==> src/rtl/core/mis_pkg.sv <==
// Shared types and constants of the merge-insertion sorter.
// Used by mis_cell and merge_insertion_sorter; depends on nothing else.
package mis_pkg;

  localparam int unsigned MisMaxItems = 64;
  localparam int unsigned ValW        = 31;

  typedef enum logic [1:0] {
    StOk  = 2'd0,
    StDup = 2'd1,
    StOvf = 2'd2
  } status_e;

  // Command broadcast to every cell of the chain at once.
  typedef struct packed {
    logic            ins;     // place ins_val at its rank
    logic            shift;   // move every word one cell toward the head
    logic [ValW-1:0] ins_val;
  } mis_ctrl_t;

endpackage

==> src/rtl/core/mis_cell.sv <==
// One cell of the systolic insertion chain: holds one sorted value.
// Depends on mis_pkg for the broadcast command type and the value width.
module mis_cell (
  input  logic                      clk_i,
  input  mis_pkg::mis_ctrl_t        ctrl_i,
  input  logic                      occ_i,
  input  logic                      left_keep_i,
  input  logic [mis_pkg::ValW-1:0]  left_val_i,
  input  logic [mis_pkg::ValW-1:0]  right_val_i,
  output logic                      keep_o,
  output logic                      eq_o,
  output logic [mis_pkg::ValW-1:0]  val_o
);
  import mis_pkg::*;

  logic [ValW-1:0] val_q;
  logic [ValW-1:0] val_d;

  // A held value below the new one stays; the first cell that does not
  // keep takes the new value, the ones after it take their left neighbor.
  assign keep_o = occ_i & (val_q < ctrl_i.ins_val);
  assign eq_o   = occ_i & (val_q == ctrl_i.ins_val);
  assign val_o  = val_q;

  always_comb begin
    val_d = val_q;
    if (ctrl_i.shift) begin
      val_d = right_val_i;
    end else if (ctrl_i.ins && !keep_o) begin
      val_d = left_keep_i ? ctrl_i.ins_val : left_val_i;
    end
  end

  always_ff @(posedge clk_i) begin
    val_q <= val_d;
  end

endmodule
==> config.mk <==
export PLATFORM = sky130hd
export DESIGN_NAME = mis_cell
export DESIGN_NICKNAME = d
export VERILOG_FILES = /design/src/rtl/core/mis_pkg.sv /design/src/rtl/core/mis_cell.sv
export SDC_FILE = /design/constraint.sdc
export NUM_CORES = 1
export LEC_CHECK = 0
export BUFFER_PORTS_ARGS = -buffer_cell sky130_fd_sc_hd__buf_2
export CAP_MARGIN = 20
export CORE_MARGIN = 3
export CORE_UTILIZATION = 45
export CTS_CLUSTER_DIAMETER = 200
export DETAILED_ROUTE_END_ITERATION = 6
export PLACE_DENSITY = 0.85
export SLEW_MARGIN = 20
export SYNTH_ARGS = -nofsm -noshare
export SYNTH_HDL_FRONTEND = slang
export SYNTH_SLANG_ARGS = --single-unit
==> constraint.sdc <==
create_clock -name clk_i -period 3.2 [get_ports clk_i]
set_input_delay 0.16 -clock clk_i [delete_from_list [all_inputs] [get_ports clk_i]]
set_output_delay 0.16 -clock clk_i [all_outputs]
set_load 0.1 [all_outputs]
==> results.sh <==
export IMPL_reg2reg_slack_ps=760
export IMPL_postCtsSetupBuffers=0
export IMPL_initial_core_util=0.4836
export IMPL_largest_register_ffs=31
export IMPL_mapped_cells=249
export IMPL_result_of_the_run="finished clean"
export IMPL_grt_antenna_before_repair=0
export IMPL_synth_seq_cells=31
export IMPL_internal_power_w=0.0008177
export IMPL_layout_drive_gt1_share=0.3757
export IMPL_first_global_vias=2240
export IMPL_slew_headroom=0.3813
export IMPL_timing_critical_path_required_ps=3040
export IMPL_finalSetupViolations=0
export IMPL_synth_edff_count=31
export IMPL_n_antenna_cell=0
export IMPL_count_of_warnings_emitted_by_yosys=0
export IMPL_die_h_um=78.65
export IMPL_clock_pin_slew_on_the_worst_setup_and_hold_paths_ps=60
export IMPL_clock_skew_final_ps=3.615
export IMPL_io_buffers=130
export IMPL_coreArea_um2=4911
export IMPL_critPathBufInv=1
export IMPL_cp_slowest_stage_delay_ps=430
export IMPL_globalRouteTotalUtil=0.2072
export IMPL_leakage_nw=1.695
export IMPL_power_switching_fraction=0.4430
export IMPL_cts_repair_resize_count=0
export IMPL_startpoint_type="register"
export IMPL_grt_pass1_wl_um=10010
export IMPL_synth_net_count=378
export IMPL_holdBufCountCts=0
export IMPL_route_detailed_vias_per_inst=5.027
export IMPL_ctsLongestPathBuffers=2
export IMPL_cts_root_buf="clkbuf_8"
export IMPL_fin_crit_ps=2643
export IMPL_fin_tns_setup_ps=0
export IMPL_routed_wire_length_per_instance_um=13.98
export IMPL_final_hold_viol_count=0
export IMPL_synth_async_reset_ratio=0
export IMPL_max_freq_ghz=0.3784
export IMPL_drt_antenna_violating_nets=0
export IMPL_crit_arrival_ps=2480
export IMPL_max_slew_worst_pin_slew_ps=928.0
export IMPL_setup_worst_path_end_class="output pin"
export IMPL_drt_first_iter_violations=73
export IMPL_post_synthesis_cell_area_um2=2375
export IMPL_grt_max_degree=64
export IMPL_critical_path_slowest_cell="buf_2"
export IMPL_totalWireLength_um=6221
export IMPL_cap_viol_max_count=0
export IMPL_cp_top_family="compound AO/OA/AOI/OAI gates"
export IMPL_dp_cells=437
export IMPL_cts_buffers_inserted=5
export IMPL_drt_pass1_iterations=6
export IMPL_synth_lib_cells_used_distinct=28
export IMPL_h_tree_depth=2
export IMPL_die_x_um=78.65
export IMPL_hold_end="val_o[28]$_DFFE_PP_"
export IMPL_clock_sinks=31
export IMPL_detailroute_via_count=2237
export IMPL_setup_slack_ps=557.4
export IMPL_timing_rr_start="val_o[10]$_DFFE_PP_"
export IMPL_worst_skew_pair_late_latency_ps=280
export IMPL_preCtsSetupSlack_ps=785.4
export IMPL_reg2reg_depth=7
export IMPL_share_of_synthesized_area_occupied_by_flip_flops_and_latches=0.3920
export IMPL_crit_share_post_route=0.8258
export IMPL_p_sw_w=0.0006503
export IMPL_design_power_total_w=0.001468
export IMPL_gate_power_share=0.439
export IMPL_timing_critical_path_cells="ha_1, and2_1, a221o_1, a221oi_2, o21ai_1, a21oi_2, buf_2"
export IMPL_path_class="reg -> out"
export IMPL_rr_endpoint="val_o[20]$_DFFE_PP_"
export IMPL_min_delay_start="right_val_i[28]"
export IMPL_design_die_area_um2=6185
export IMPL_hp_class="in -> reg"
export IMPL_critPathMaxFanout=2
export IMPL_rsz0062_at_grt="false"
export IMPL_drv_slew=0
export IMPL_finish_net_count=506
export IMPL_remaining_overflow_grt=0
export IMPL_dpl_hpwl_um=5102
export IMPL_drc_violation_count_after_routing=0
export IMPL_syn_area_per_cell_um2=9.537
export IMPL_hold_depth=3
export IMPL_final_cells=445
export IMPL_num_io_pins=131
export IMPL_final_weighted_congestion_in_routability_driven_placement=0.7438
export IMPL_fp_row_count=25
export IMPL_ir_drop_uv=330.9
export IMPL_flow_area_growth_from_synthesis_pct=33.88
export IMPL_cts_tree="built"
export IMPL_share_seq_of_total_power=0.358
export IMPL_ys_flop_type="edfxtp_1"
export IMPL_power_share_clock=0.204
export IMPL_power_density_nw_per_um2=461.7
-- cell families (layout without fill, tap and decap cells) --
group / after synthesis / count (layout) / synth area share
AO/OA/AOI/OAI: 55 / 55 / 0.1322
multiplexers: 31 / 31 / 0.1307
flip-flops: 31 / 31 / 0.3920
AND/OR/NAND/NOR: 59 / 59 / 0.1138
buffers and inverters: 42 / 171 / 0.06796
adder cells (fa/ha/maj): 31 / 31 / 0.1633
-- final cells by class --
class                   count  area [um2]
fillers                   404        1732
multi-input cells         176        1301
flip-flops and latches     31       930.9
repair buffers            132       665.6
inverters                  31       116.4
well taps                  67       83.83
clock buffers               7       76.32
clock inverters             1       5.005
-- synthesized netlist by cell type, types with 2 or more instances --
| library cell | instances | area (um2) |
|---|---|---|
| mux2i_1 | 31 | 310.3 |
| a221o_1 | 2 | 20.02 |
| a21o_1 | 2 | 15.01 |
| and2_1 | 2 | 12.51 |
| buf_2 | 3 | 15.01 |
| edfxtp_1 | 31 | 930.9 |
| o21ai_0 | 35 | 175.2 |
| inv_1 | 31 | 116.4 |
| nand3_1 | 3 | 15.01 |
| nor3_1 | 3 | 15.01 |
| clkbuf_1 | 8 | 30.03 |
| nor4_1 | 2 | 12.51 |
| ha_1 | 31 | 387.9 |
| a211oi_1 | 2 | 15.01 |
| nand4_1 | 5 | 31.28 |
| a21oi_1 | 9 | 45.04 |
| nand2_1 | 38 | 142.6 |
-- cell usage in the layout, fill, tap and decap left out, types with 2 or more instances in the layout --
cell type,n
buf_2,130
nand2_1,38
o21ai_0,35
inv_1,31
mux2i_1,31
ha_1,31
edfxtp_1,31
a21oi_1,8
nand4_1,5
clkbuf_8,5
nand3_1,3
nor3_1,3
and2_1,2
a211oi_1,2
a21o_1,2
a221o_1,2
clkbuf_1,2
buf_4,2
-- worst min-delay path, delay by kind of cell --
family	cells	cell delay, ps
buf+inv	1	70
simple gates	1	30
compound gates	1	50
-- worst max-delay path by stage --
| stage | depth (start not counted) | startpoint | slack [ps] | end |
|---|---|---|---|---|
| floorplan | 6 | val_o[22]$_DFFE_PP_ | -30 | val_o[0]$_DFFE_PP_ |
| global placement | 7 | val_o[8]$_DFFE_PP_ | 810 | val_o[16]$_DFFE_PP_ |
| detailed placement | 7 | val_o[10]$_DFFE_PP_ | 790 | val_o[20]$_DFFE_PP_ |
| CTS | 7 | val_o[10]$_DFFE_PP_ | 550 | keep_o |
| global route | 7 | val_o[8]$_DFFE_PP_ | 410 | keep_o |
| finish | 7 | val_o[10]$_DFFE_PP_ | 560 | keep_o |
-- metrics by stage --
step / hold slack (ps) / instance area [um2] / utilization
after floorplan: 347.1 / 2394 / -
after global placement: 438.9 / 3098 / 0.6308
after detailed placement: 439.1 / 3098 / 0.6308
after CTS: 142.4 / 3179 / 0.6474
after global routing: 147.8 / 3179 / 0.6474
final: 147.3 / 3179 / 0.6474
-- power by group through the flow --
stage | clock (W) | sequential [W] | combinational (W)
2_1_floorplan | 0 | 0.000837 | 0.000186
5_1_grt | 0.000325 | 0.000531 | 0.000692
4_1_cts | 0.000307 | 0.000526 | 0.000647
3_5_place_dp | 0 | 0.000534 | 0.000646
6_report | 0.000299 | 0.000526 | 0.000644
3_3_place_gp | 0 | 0.000530 | 0.000631
-- metal layers --
layer / routed length (um) / up-vias / global-route usage
met5: 0 / - / 0
met4: 99 / 0 / 0.07168
met3: 487 / 7 / 0.05619
met2: 3107 / 83 / 0.3710
met1: 2526 / 1002 / 0.2357
li1: - / 1145 / -
Note: power is estimated with default switching activity, not from simulation.
